===== src/sv/hew_pkg.sv =====
// Shared constants for the heading error block: arctangent table and angle formats.
// No dependencies; used by the cell, pre-rotation, wrap and top modules.
package hew_pkg;

  // Angles are degrees with 16 fraction bits.
  localparam int ANGLE_W    = 26;
  localparam int FRAC_BITS  = 16;
  localparam int GUARD_BITS = 8;
  localparam int TABLE_LEN  = 24;
  localparam int OUT_W      = 16;

  localparam int DEG_90   = 90 << FRAC_BITS;
  localparam int DEG_HALF = 180 << FRAC_BITS;
  localparam int DEG_FULL = 360 << FRAC_BITS;

  // Q16 result down to Q7, half rounds up.
  localparam int ROUND_SHIFT = FRAC_BITS - 7;
  localparam int ROUND_BIAS  = 1 << (ROUND_SHIFT - 1);

  // atan(2^-i) in degrees, Q16, rounded to nearest.
  localparam logic [21:0] ATAN_Q16 [TABLE_LEN] = '{
    22'd2949120, 22'd1740967, 22'd919879, 22'd466945, 22'd234379, 22'd117304,
    22'd58666,   22'd29335,   22'd14668,  22'd7334,   22'd3667,   22'd1833,
    22'd917,     22'd458,     22'd229,    22'd115,    22'd57,     22'd29,
    22'd14,      22'd7,       22'd4,      22'd2,      22'd1,      22'd0
  };

endpackage


===== src/sv/hew_cell.sv =====
// One CORDIC vectoring micro-rotation with its output register.
// Depends on hew_pkg for the arctangent table.
module hew_cell #(
  parameter int XW    = 28,
  parameter int STAGE = 0
) (
  input  logic                                clk,
  input  logic                                ena,
  input  logic signed [XW-1:0]                x_in,
  input  logic signed [XW-1:0]                y_in,
  input  logic signed [hew_pkg::ANGLE_W-1:0]  acc_in,
  input  logic                                zero_in,
  output logic signed [XW-1:0]                x_out,
  output logic signed [XW-1:0]                y_out,
  output logic signed [hew_pkg::ANGLE_W-1:0]  acc_out,
  output logic                                zero_out
);

  localparam int AW = hew_pkg::ANGLE_W;
  localparam logic signed [AW-1:0] ANG = AW'(hew_pkg::ATAN_Q16[STAGE]);

  logic signed [XW-1:0] xs, ys;

  assign xs = x_in >>> STAGE;
  assign ys = y_in >>> STAGE;

  always_ff @(posedge clk) begin
    if (ena) begin
      // residual of exactly zero rotates the negative way
      if (y_in > 0) begin
        x_out   <= x_in + ys;
        y_out   <= y_in - xs;
        acc_out <= acc_in + ANG;
      end else begin
        x_out   <= x_in - ys;
        y_out   <= y_in + xs;
        acc_out <= acc_in - ANG;
      end
      zero_out <= zero_in;
    end
  end

endmodule


===== config.mk =====
export PLATFORM = sky130hd
export DESIGN_NAME = hew_cell
export DESIGN_NICKNAME = d
export VERILOG_FILES = /design/src/sv/hew_pkg.sv /design/src/sv/hew_cell.sv
export SDC_FILE = /design/constraint.sdc
export NUM_CORES = 1
export LEC_CHECK = 0
export BUFFER_PORTS_ARGS = -buffer_cell sky130_fd_sc_hd__buf_2
export CAP_MARGIN = 0
export CORE_UTILIZATION = 35
export CTS_CLUSTER_DIAMETER = 60
export CTS_CLUSTER_SIZE = 24
export DETAILED_ROUTE_END_ITERATION = 8
export PLACE_DENSITY_LB_ADDON = 0.3
export SLEW_MARGIN = 20
export SYNTH_ARGS = -nofsm -noshare
export SYNTH_HDL_FRONTEND = slang
export SYNTH_SLANG_ARGS = --single-unit

===== constraint.sdc =====
create_clock -name clk -period 5.1 [get_ports clk]
set_input_delay 0.255 -clock clk [delete_from_list [all_inputs] [get_ports clk]]
set_output_delay 0.255 -clock clk [all_outputs]
set_load 0.03 [all_outputs]

; Word level (Yosys, flattened, before mapping)
; Index checks and enable logic that the tools add are counted.
; W data, S select, Z words.
[word_totals]
register_bits = 83
latchBits = 0
ramBits = 0
rom_bits = 0
input_bits = 85
output_inout_bits = 83
word_cells = 13
n_memories = 0
[op_classes]
n_addsub = 5
n_mul = 0
div_mod_pow = 0
magnitude_cmp = 1
eq_ne = 0
n_shift = 0
n_mux = 3
bitwise = 0
reduce_logical = 0
[op_table]
columns = cell, count
row1 = $mux W28, 2
row2 = $sub A28 B28 Y28, 2
row3 = $add A28 B28 Y28, 1
row4 = $gt A28 B1 Y1 const B, 1
row5 = $add A26 B23 Y26 const B, 1
row6 = $mux W26, 1
row7 = $sub A26 B23 Y26 const B, 1

; Depth between registers and ports, before layout
; Gate-level depths: netlist of run 1.
[logic_depth]
word_depth = 2
ltp_mapped = 15
mapped_depth_nobuf = 13

; Worst setup path after synthesis of run 1
; OpenSTA, ideal clock, no wires.
[synth_timing]
kind = input to register
from = in y_in[10]
to = reg acc_out[25] (netlist name) (data pin)
setup_ns = 0.259
t_arrival_ns = 3.099
required_ns = 4.841
setup_slack_ns = 1.742
stages = 14
path_buffers = 2
path_cell_list = nor4_1 > nand4_1 > o21bai_1 > clkbuf_1 > buf_1 > ha_1 > a21o_1 > a21oi_1 > o21ai_0 > a21oi_1 > o21ai_0 > a21o_1 > a21oi_1 > xnor2_1
[synth_between]
elab_chain_len = 2
[synth_lines]
columns = item, line_no
row1 = start: declaration, hew_cell.sv:10  ; input logic signed [XW-1:0] y_in,
row2 = $gt A28 B1 Y1, hew_cell.sv:30  ; if (y_in > 0) begin
row3 = $mux W26, hew_cell.sv:30
row4 = end signal: assignment, hew_cell.sv:33  ; acc_out <= acc_in + ANG;
row5 = end signal: assignment, hew_cell.sv:37  ; acc_out <= acc_in - ANG;
row6 = end: declaration, hew_cell.sv:15  ; output logic signed [hew_pkg::ANGLE_W-1:0] acc_out,
; No other way between the ends.
; A chain may end at the register's enable or synchronous reset.

; Worst setup path in the final report of run 1
[layout_timing]
from = in y_in[7]
to = reg acc_out[25] (netlist name) (data pin)
; Same word-level chain as after synthesis.

==> metrics.md, run 1 <==
| Metric | Value |
|---|---|
| Type of the most critical hold path | primary input to register |
| Final Critical Period | approximately 3.5 ns |
| ANT cells | 0 |
| Iter 0 DRT Violations | 562 |
| Antenna Nets Post-Route | 0 |
| Routability cong. | about 0.89 |
| CTS H-Tree Depth | 3 |
| #FFs+latches synth | between 80 and 90 |
| Reg clk slew, reported paths | 0.07 ns |
| Filler cell count | 2147 |
| Pwr dens | between 200 and 300 nW/um^2 |
| Vias in the first global route | between 6000 and 7000 |
| Max-cap violations | 0 |
| Synth top area cells | edfxtp_1 32%, ha_1 15%, xnor2_1 5.9% |
| Final Setup Violations | 0 |
| CP Data Required Time | 5.18 ns |
| Critical Path End | acc_out[25] |
| Kind of critical path | primary input to register |
| First-pass GRT wire length | 34900 um |
| Sw power | just under 1 mW |
| Sequential share of power | 0.347 |
| Switching share of power | 0.384 |
| Initial antenna violation count | 0 |
| Drt pass-1 iters | 7 |
| Synth area leader | edfxtp_1 |
| Vias per inst | 5.41 |
| Layout cell share with drive strength beyond 1 | 0.204 |
| Critical Path Fanout Max | 6 |
| RSZ-0062 raised after global routing | false |
| Die height | 150 um |
| Max-slew violations | 0 |
| IO Pins | 168 |
| Sequential fraction of the synthesis area | 0.323 |
| Fmax | roughly 290 MHz |
| Die width | around 150 um |
| Starting density of the core | 0.359 |
| Post-CTS sizing | 0 |
| Post-CTS Setup Bufs | 0 |
| Setup TNS | 0 ns |
| Synthesized area | ~7600 um^2 |
| Max clock buf depth | 2 |
| Final-stage net count | ~1200 |
| Die ar. | between 20000 and 25000 um^2 |
| Fin crit share | 0.684 |
| PortBufs | around 170 |
| Post-route DRC | 0 |
| Worst-Margin Slew | 1.06 ns |
| Asr flop ratio synth | 0 |
| Hpwl dp | 18100 um |
| Hold-fix buffer count after cts | 0 |
| CP arrival | 3.57 ns |
| Mapped Nets | approximately 1000 |
| Clock power frac | 0.256 |
| GRT Residual Overflow | 0 |
| Largest net degree at the start of global routing | between 80 and 90 |
| Comb power frac | 0.397 |
| Ys Warns | 0 |
| Slew HR | 0.292 |
| Root buffer cell | clkbuf_16 |
| Place WS | between 1 and 1.5 ns |
| Final Hold Fails | 0 |
| Post-route worst setup slack | between 1.5 and 2 ns |
| Final WL | between 20000 and 25000 um |
| CORE AREA | between 20000 and 25000 um^2 |
| Post-synth EDFFs | 82 |
| Area of the multi-input gates | between 4000 and 5000 um^2 |
| Int Power | between 1.5 and 2 mW |
| TritonCTS buffer count | 9 |
| Startpoint Class | primary input |
| Min-delay src | acc_in[4] |
| Via count | approximately 7000 |
| Synthesized instance count | about 860 |
| Drt wl/cell | between 15 and 20 um |
| Storage element area | 2460 um^2 |
| Synth-to-layout area growth | 17.7% |
| Critical path startpoint | y_in[7] |
| Clock Sink Count | between 80 and 90 |
| Top_reg_cell synth | edfxtp_1 |
| P_leak | 4.00 nW |
| Crit path capture type | register |
| Yosys top cell area share | 0.323 |
| Status | complete, no violations |
| FP Rows | 53 |
| CTS tree | built |
| GRT Util Overall | 0.200 |
| Peak supply drop | between 150 and 200 uV |
| Mapped Avg Cell Area | roughly 8.8 um^2 |
| Post-synthesis cell type count | 71 |
## sequential cells by signal, indices dropped and copies added, names as in the netlist
| register | cells |
|---|---|
| y_out | 27 |
| x_out | 28 |
| zero_out | 1 |
| acc_out | 26 |
## logic make-up after synthesis
family	Yosys count	synth area share
buf+inv	128	0.0648
fa+ha+maj	93	0.156
xor+xnor	59	0.0677
simple gates	217	0.139
flops	82	0.323
mux	10	0.0131
compound gates	274	0.236
## placed cells by master (no fill, tap or decap), types with 18 or more instances in the layout
cell type / netlist / layout
buf_2: 1 / 166
edfxtp_1: 82 / 82
xnor2_1: 51 / 51
ha_1: 89 / 89
o21ai_0: 53 / 53
nand3_1: 21 / 21
nand2_1: 48 / 48
a21oi_1: 81 / 81
inv_1: 85 / 84
nor2_1: 59 / 59
a21o_1: 28 / 28
o31ai_1: 18 / 18
## synthesized netlist by cell type (5+ instances only)
master	count
nand2_1	48
nor3_1	17
xnor2_1	51
edfxtp_1	82
nor2_1	59
inv_1	85
or3_1	9
buf_1	6
xor2_1	8
a31oi_1	14
ha_1	89
o21a_1	5
a21oi_1	81
o21bai_1	9
a21o_1	28
nand4_1	12
o21ai_0	53
nor4_1	10
a221oi_1	5
nor2b_1	12
nand2b_1	14
nand3_1	21
o211ai_1	6
a211oi_1	9
o31ai_1	18
clkbuf_1	29
mux2i_1	10
## worst min-delay path by stage
stage                      end  slack, ns  cells past startpoint
global placement    acc_out[6]       0.43                      1
floorplan           acc_out[0]       0.35                      0
finish              acc_out[4]       0.09                      1
detailed placement  acc_out[4]       0.43                      1
CTS                 acc_out[4]       0.07                      1
global route          zero_out       0.07                      1
## through the flow
| step | util | std cells | instance area, um^2 | power [mW] | hold slack [ns] |
|---|---|---|---|---|---|
| CTS | 0.423 | 1284 | 8980 | 2.60 | 0.0743 |
| global route | 0.423 | 1284 | 8980 | 2.73 | 0.0733 |
| finish | 0.423 | 1284 | 8980 | 2.59 | 0.0876 |
| global placement | 0.409 | 1268 | 8680 | 1.93 | 0.431 |
| detailed placement | 0.409 | 1268 | 8680 | 1.93 | 0.433 |
| floorplan | - | 863 | 7630 | 1.62 | 0.354 |
## power by group through the flow
stage / Combinational [mW] / Sequential [mW] / Clock [mW]
after CTS: 1.02 / 0.902 / 0.681
after floorplan: 0.494 / 1.12 / 0
after detailed placement: 1.02 / 0.917 / 0
after global routing: 1.11 / 0.910 / 0.707
final: 1.03 / 0.900 / 0.663
after global placement: 1.01 / 0.915 / 0
## worst max-delay path, stage by stage
cell and delay, ns:
buf_2 0.12, nor4_1 0.80, nand4_1 0.30, o21bai_4 0.26, clkinv_1 0.24, ha_1 0.38, a21oi_1 0.22, o21ai_0 0.12
a21oi_1 0.24, o21ai_0 0.19, a21o_1 0.21, a21oi_1 0.17, xnor2_1 0.09
## area by class of cell
type,instances,share of cell area
sequential,82,0.274
clock buffer,9,0.0251
inverter,89,0.0372
tap,275,0.0383
timing repair buffer,169,0.0950
multi-input combinational,653,0.522
clock inverter,7,0.00850
## per-layer routing
layer,up-vias,wire length [um],GRT usage
met1,3245,11100,0.312
met4,0,280,0.0485
met2,305,9490,0.294
li1,3385,-,-
met5,-,0,0
met3,16,1880,0.0152
(Power assumes the default switching activity.)
==> inputs of run 2 (changes only) <==
--- a/config.mk
+++ b/config.mk
@@ -5,6 +5,7 @@
 export SDC_FILE = /design/constraint.sdc
 export NUM_CORES = 1
 export LEC_CHECK = 0
+export ABC_AREA = 1
 export BUFFER_PORTS_ARGS = -buffer_cell sky130_fd_sc_hd__buf_2
 export CAP_MARGIN = 0
 export CORE_UTILIZATION = 35
==> constraint.sdc (replaced) <==
create_clock -name clk -period 3.2 [get_ports clk]
set_input_delay 0.16 -clock clk [delete_from_list [all_inputs] [get_ports clk]]
set_output_delay 0.16 -clock clk [all_outputs]
set_load 0.03 [all_outputs]
==> metrics.md, run 2 <==
| Metric | Value |
|---|---|
| #FFs+latches synth | 82 (unchanged) |
| Mapped Nets | 1556 (+49%) |
| CTS tree | built |
| Most frequent cells in the layout | 442 x nand2_1, 224 x inv_1, 166 x buf_2 |
| Startpoint Class | primary input |
| Kind of critical path | primary input to register |
| CP arrival | 2.56 ns (-1.01 ns) |
| Fin crit share | 0.765 |
| Final Setup Violations | 0 (unchanged) |
| FP Rows | 59 (+11%) |
| Hpwl dp | 25300 um (+40%) |
| CP Data Required Time | 3.32 ns (-1.86 ns) |
| Slowest-stage cell, CP | ha_1 |
| Yosys top cell area share | 0.267 (-0.0557) |
| Status | complete, no violations |
| Critical Path Fanout Max | 17 (+11) |
| Final Hold Fails | 0 (unchanged) |
| GRT Util Overall | 0.231 (+0.0307) |
| Sequential fraction of the synthesis area | 0.267 (-0.0557) |
| CORE AREA | 26000 um^2 (+22%) |
| Cell area after placement | 10200 um^2 (+18%) |
| Filler cell count | 2859 (+33%) |
| Drt wl/cell | 16.3 um (-7.8%) |
| Critical path startpoint | y_in[1] |
| Critical Path End | acc_out[24] |
| Synth-to-layout area growth | 16.1% |
| TritonCTS buffer count | 9 (unchanged) |
| CTS H-Tree Depth | 3 (unchanged) |
| WHS Path Cells | 2 (+1) |
| Via count | 9284 (+34%) |
| Slew HR | 0.440 (+0.148) |
| Max-slew violations | 0 (unchanged) |
| Top_reg_cell synth | edfxtp_1 |
| Drt pass-1 iters | 5 (-2) |
| IO Pins | 168 (unchanged) |
| Synth top area cells | edfxtp_1 27%, nand2_1 18%, ha_1 12% |
| Place WS | 0.374 ns (-0.935 ns) |
| Crit-path cells | buf_2 -> inv_1 -> nand3_1 -> nor3_1 -> nand3_1 -> nand2_2 -> buf_4 -> ha_1 -> nand2_1 -> inv_1 -> a21oi_1 -> nor2_1 -> o21ai_0 -> a21o_1 -> nand2_1 |
| CP bufs+invs | 4 (+2) |
| Post-synth EDFFs | 82 (unchanged) |
| Non-Filler Instances | 1881 (+46%) |
| Layout cell share with drive strength beyond 1 | 0.155 (-0.0488) |
| Setup TNS | 0 ns (unchanged) |
| Post-route DRC | 0 (unchanged) |
| Fmax | between 400 and 500 MHz |
| PortBufs | 167 (unchanged) |
| Mapped Avg Cell Area | 6.69 um^2 (-24%) |
| Iter 0 DRT Violations | 738 (+31%) |
| Die height | 164 um (+9.8%) |
| Top-count cell post-synth | nand2_1 |
| Synthesized instance count | 1378 (+60%) |
| Stages on the worst setup path | 15 (+2) |
| Synthesized area | 9220 um^2 (+21%) |
| Largest regs | x_out x28, y_out x27, acc_out x26 |
| Post-route worst setup slack | 0.753 ns (-0.861 ns) |
| Root buffer cell | clkbuf_16 |
| Routability cong. | 0.925 (+4.4%) |
| Placed cell count | 1847 (+46%) |
| RSZ-0062 raised after global routing | false |
| Max reg flops | 28 (unchanged) |
| Reg clk slew, reported paths | 0.07 ns (about the same) |
| Biggest register | x_out |
| Max clock buf depth | 2 (unchanged) |
| Antenna Nets Post-Route | 0 (unchanged) |
| Most common cell after layout, fill and taps aside | nand2_1 |
| Final-stage net count | 1718 (+45%) |
| Vias in the first global route | 8785 (+38%) |
| Die ar. | 27000 um^2 (+21%) |
| Max-cap violations | 0 (unchanged) |
| Type of the most critical hold path | primary input to register |
| Final Critical Period | ~2.4 ns |
| Clock Sink Count | 82 (unchanged) |
| Ys Warns | 0 (unchanged) |
| First-pass GRT wire length | 46900 um (+35%) |
| Crit path capture type | register |
| Final WL | 30700 um (+35%) |
| Initial antenna violation count | 1 (+1) |
| Largest net degree at the start of global routing | 83 (unchanged) |
| Starting density of the core | 0.355 (-0.00467) |
| Die width | 164 um (+9.8%) |
| GRT Residual Overflow | 0 (unchanged) |
| Worst-Margin Slew | 0.840 ns (-0.222 ns) |
| Asr flop ratio synth | 0 (unchanged) |
| Peak supply drop | 224 uV (+24%) |
| Synth area leader | edfxtp_1 |
| Commonest cells in the netlist | 442 x nand2_1, 224 x inv_1, 131 x nand3_1 |
| Vias per inst | 4.94 (-8.8%) |
| P_leak | 5.70 nW (+42%) |
| Post-synthesis cell type count | 43 (-39%) |
| Pwr dens | 405 nW/um^2 (+40%) |
| Crit-path max cell delay | 0.32 ns (-0.48 ns) |
| Fin area | 10700 um^2 (+19%) |
| CP delay by family, top | simple AND/OR/NAND/NOR gates |
==> run 2: cell families after synthesis <==
| logic type | Yosys count | synth area share |
|---|---|---|
| buffers and inverters | 268 | 0.124 |
| XOR/XNOR | 35 | 0.0332 |
| AO/OA/AOI/OAI | 162 | 0.0982 |
| adder cells (fa/ha/maj) | 93 | 0.129 |
| AND/OR/NAND/NOR | 738 | 0.348 |
| flip-flops | 82 | 0.267 |
==> run 2: how the worst min path moves through the flow <==
stage	startpoint	end	slack, ns
6_report	acc_in[16]	acc_out[16]	0.15
5_1_grt	acc_in[16]	acc_out[16]	0.17
4_1_cts	acc_in[16]	acc_out[16]	0.14
3_5_place_dp	acc_in[1]	acc_out[1]	0.34
3_3_place_gp	acc_in[9]	acc_out[9]	0.34
2_1_floorplan	acc_in[0]	acc_out[0]	0.26
==> run 2: cell type report <==
cell class	count	area, um^2	area share
Multi-Input combinational cell	1028	5610	0.524
Sequential cell	82	2460	0.230
Timing Repair Buffer	187	1030	0.0967
Inverter	232	871	0.0814
Tap cell	335	419	0.0392
Clock buffer	9	225	0.0210
Clock inverter	7	76.3	0.00713
Antenna cell	1	2.50	0.000234
==> run 2: timing repair <==
action                    4_1_cts  5_1_grt
buffers inserted                0        0
gates resized for setup         0        0
hold buffers                   17        0
hold endpoints to repair       17        0
==> run 2: through the flow <==
| step | util | hold WS [ns] | total power, mW |
|---|---|---|---|
| global placement | 0.394 | 0.338 | 3.21 |
| finish | 0.412 | 0.145 | 4.34 |
| global route | 0.412 | 0.175 | 4.61 |
| floorplan | - | 0.259 | 2.69 |
| detailed placement | 0.394 | 0.340 | 3.23 |
| CTS | 0.412 | 0.135 | 4.37 |
==> run 2: layer usage <==
layer  vias up  wire length (um)  GRT usage
met5         -                 0          0
met4         0               908     0.0926
met3        43              2010     0.0328
met2       335             13600      0.367
met1      4186             14200      0.313
li1       4720                 -          -
==> run 2: power breakdown <==
part           internal (mW)  total [mW]  leakage [nW]  switching (mW)
Sequential              1.37        1.40         0.801          0.0371
Clock                  0.558        1.11         0.149           0.548
Combinational          0.544        1.83          4.75            1.29
==> inputs of run 3 (changes only) <==
==> constraint.sdc (replaced) <==
create_clock -name clk -period 2.54 [get_ports clk]
set_input_delay 0.127 -clock clk [delete_from_list [all_inputs] [get_ports clk]]
set_output_delay 0.127 -clock clk [all_outputs]
set_load 0.03 [all_outputs]
==> metrics.md, run 3 (synthesis results as in run 2) <==
| Metric | Value |
|---|---|
| Worst-Margin Slew | 0.724 ns (-0.116 ns) |
| Non-Filler Instances | 1949 (+3.6%) |
| Die width | 164 um (unchanged) |
| Crit path capture type | register |
| First-pass GRT wire length | 47400 um (+0.98%) |
| Int Power | 3.20 mW (+30%) |
| Routability cong. | 0.908 (-1.8%) |
| Clock Sink Count | 82 (unchanged) |
| Initial antenna violation count | 1 (unchanged) |
| Die ar. | 27000 um^2 (unchanged) |
| Vias in the first global route | 9044 (+2.9%) |
| Die height | 164 um (unchanged) |
| Antenna Nets Post-Route | 0 (unchanged) |
| Critical Path End | acc_out[23] |
| Iter 0 DRT Violations | 738 (unchanged) |
| Layout cell share with drive strength beyond 1 | 0.192 (+0.0367) |
| Drt wl/cell | 16.0 um (-2.1%) |
| Max reg flops | 28 (unchanged) |
| Startpoint Class | primary input |
| Starting density of the core | 0.355 (unchanged) |
| Status | complete, no violations |
| Max clock buf depth | 2 (unchanged) |
| Biggest register | x_out |
| GRT Util Overall | 0.233 (+0.00215) |
| Switching share of power | 0.428 (-0.00352) |
| Reg clk slew, reported paths | 0.07 ns (about the same) |
| Power consumption | 5.59 mW (+29%) |
| CORE AREA | 26000 um^2 (unchanged) |
| Post-CTS Setup Bufs | 0 (unchanged) |
| Slew HR | 0.512 (+0.0722) |
| CTS tree | built |
| Kind of critical path | primary input to register |
| PortBufs | 167 (unchanged) |
| RSZ-0062 raised after global routing | false |
| Final Critical Period | about 2.3 ns |
| CP arrival | 2.36 ns (-0.20 ns) |
| Min-delay src | acc_in[16] |
| Setup TNS | 0 ns (unchanged) |
| Synth-to-layout area growth | 21.7% |
| ANT cells | 0 (-1) |
| Clock power frac | 0.251 (-0.004) |
| Max-cap violations | 0 (unchanged) |
| Fin Hold WS | 0.119 ns (-0.0257 ns) |
| Fin util | 0.432 (+0.0198) |
| CP Data Required Time | 2.63 ns (-0.69 ns) |
| P_leak | 6.04 nW (+5.9%) |
| Pwr dens | 498 nW/um^2 (+23%) |
| Via count | 9542 (+2.8%) |
| Final-stage net count | 1787 (+4.0%) |
| IO Pins | 168 (unchanged) |
| Peak supply drop | 303 uV (+35%) |
| Final WL | 31100 um (+1.4%) |
| Fin crit share | 0.892 |
| Hpwl dp | 26200 um (+3.7%) |
| Post-route DRC | 0 (unchanged) |
| Final Setup Violations | 0 (unchanged) |
| FP Rows | 59 (unchanged) |
| Comb power frac | 0.434 (+0.012) |
| Vias per inst | 4.90 (-0.81%) |
| Type of the most critical hold path | primary input to register |
| Root buffer cell | clkbuf_16 |
| CTS H-Tree Depth | 3 (unchanged) |
| Most common cell after layout, fill and taps aside | nand2_1 |
| Largest regs | x_out x28, y_out x27, acc_out x26 |
| Drt pass-1 iters | 7 (+2) |
| Most frequent cells in the layout | 442 x nand2_1, 224 x inv_1, 166 x buf_2 |
| Placed cell count | 1916 (+3.7%) |
| Filler cell count | 2794 (-2.3%) |
| GRT Residual Overflow | 0 (unchanged) |
| Critical Path Fanout Max | 17 (unchanged) |
| Largest net degree at the start of global routing | 54 (-35%) |
| TritonCTS buffer count | 9 (unchanged) |
| Critical path startpoint | y_in[0] |
| Storage element area | 2460 um^2 (unchanged) |
| Sequential share of power | 0.315 (-0.008) |
| Sw power | 2.39 mW (+28%) |
| Final Hold Fails | 0 (unchanged) |
| Max-slew violations | 0 (unchanged) |
| Fmax | between 400 and 500 MHz |
| Area of the multi-input gates | 5620 um^2 (about the same) |
-- run 3: changes by cell type in the layout (fill, tap and decap cells not counted) --
cell     previous run  this run
buf_4               3        73
a21oi_1            75        74
a21oi_2             8         9
buf_6               1         0
diode_2             1         0
o21ai_0            52        51
o21ai_1             5         6
-- run 3: worst max-delay path, cell delays in order --
cell and delay [ns]:
buf_2 0.11, inv_1 0.07, nand3_1 0.15, nor3_1 0.22
buf_4 0.13, nand3_1 0.19, nand2_2 0.13, buf_4 0.12
buf_4 0.22, ha_1 0.28, nand2_1 0.07, nor2_1 0.06
a21oi_1 0.18, o21ai_0 0.13, xor2_1 0.16
-- run 3: worst min-delay path by stage --
| stage | to | slack, ns | depth (start not counted) |
|---|---|---|---|
| floorplan | acc_out[0] | 0.23 | 0 |
| global placement | acc_out[9] | 0.30 | 1 |
| detailed placement | acc_out[7] | 0.31 | 1 |
| CTS | acc_out[16] | 0.11 | 2 |
| global route | acc_out[16] | 0.13 | 2 |
| finish | acc_out[16] | 0.12 | 2 |
-- run 3: power groups by stage --
stage	clock network (mW)	logic [mW]	registers, mW
floorplan	0	1.23	2.16
global placement	0	2.36	1.79
detailed placement	0	2.38	1.80
CTS	1.44	2.41	1.77
global route	1.48	2.67	1.78
finish	1.40	2.42	1.76
-- run 3: routing by layer --
layer  GRT usage  routed length, um  vias up
met5           0                 13        -
met4      0.0715                733        2
met3      0.0326               2190       42
met2       0.380              13900      361
met1       0.317              14200     4283
li1            -                  -     4854
-- run 3: layout make-up --
cell class	count	area share
Multi-Input combinational cell	1028	0.501
Sequential cell	82	0.219
Timing Repair Buffer	256	0.138
Inverter	232	0.0776
Tap cell	335	0.0374
Clock buffer	9	0.0201
Clock inverter	7	0.00680
-- run 3: timing repair --
action	4_1_cts	5_1_grt
endpoints found under the setup margin	0	1
hold endpoints to repair	17	0
hold buffers	17	0
gates resized for setup	0	2
-- run 3: stage by stage --
stage	setup slack, ns	cell area, um^2
finish	0.274	11200
global route	0.0324	11200
CTS	0.226	11200
detailed placement	-0.137	10700
global placement	-0.0630	10700
floorplan	0.272	9220
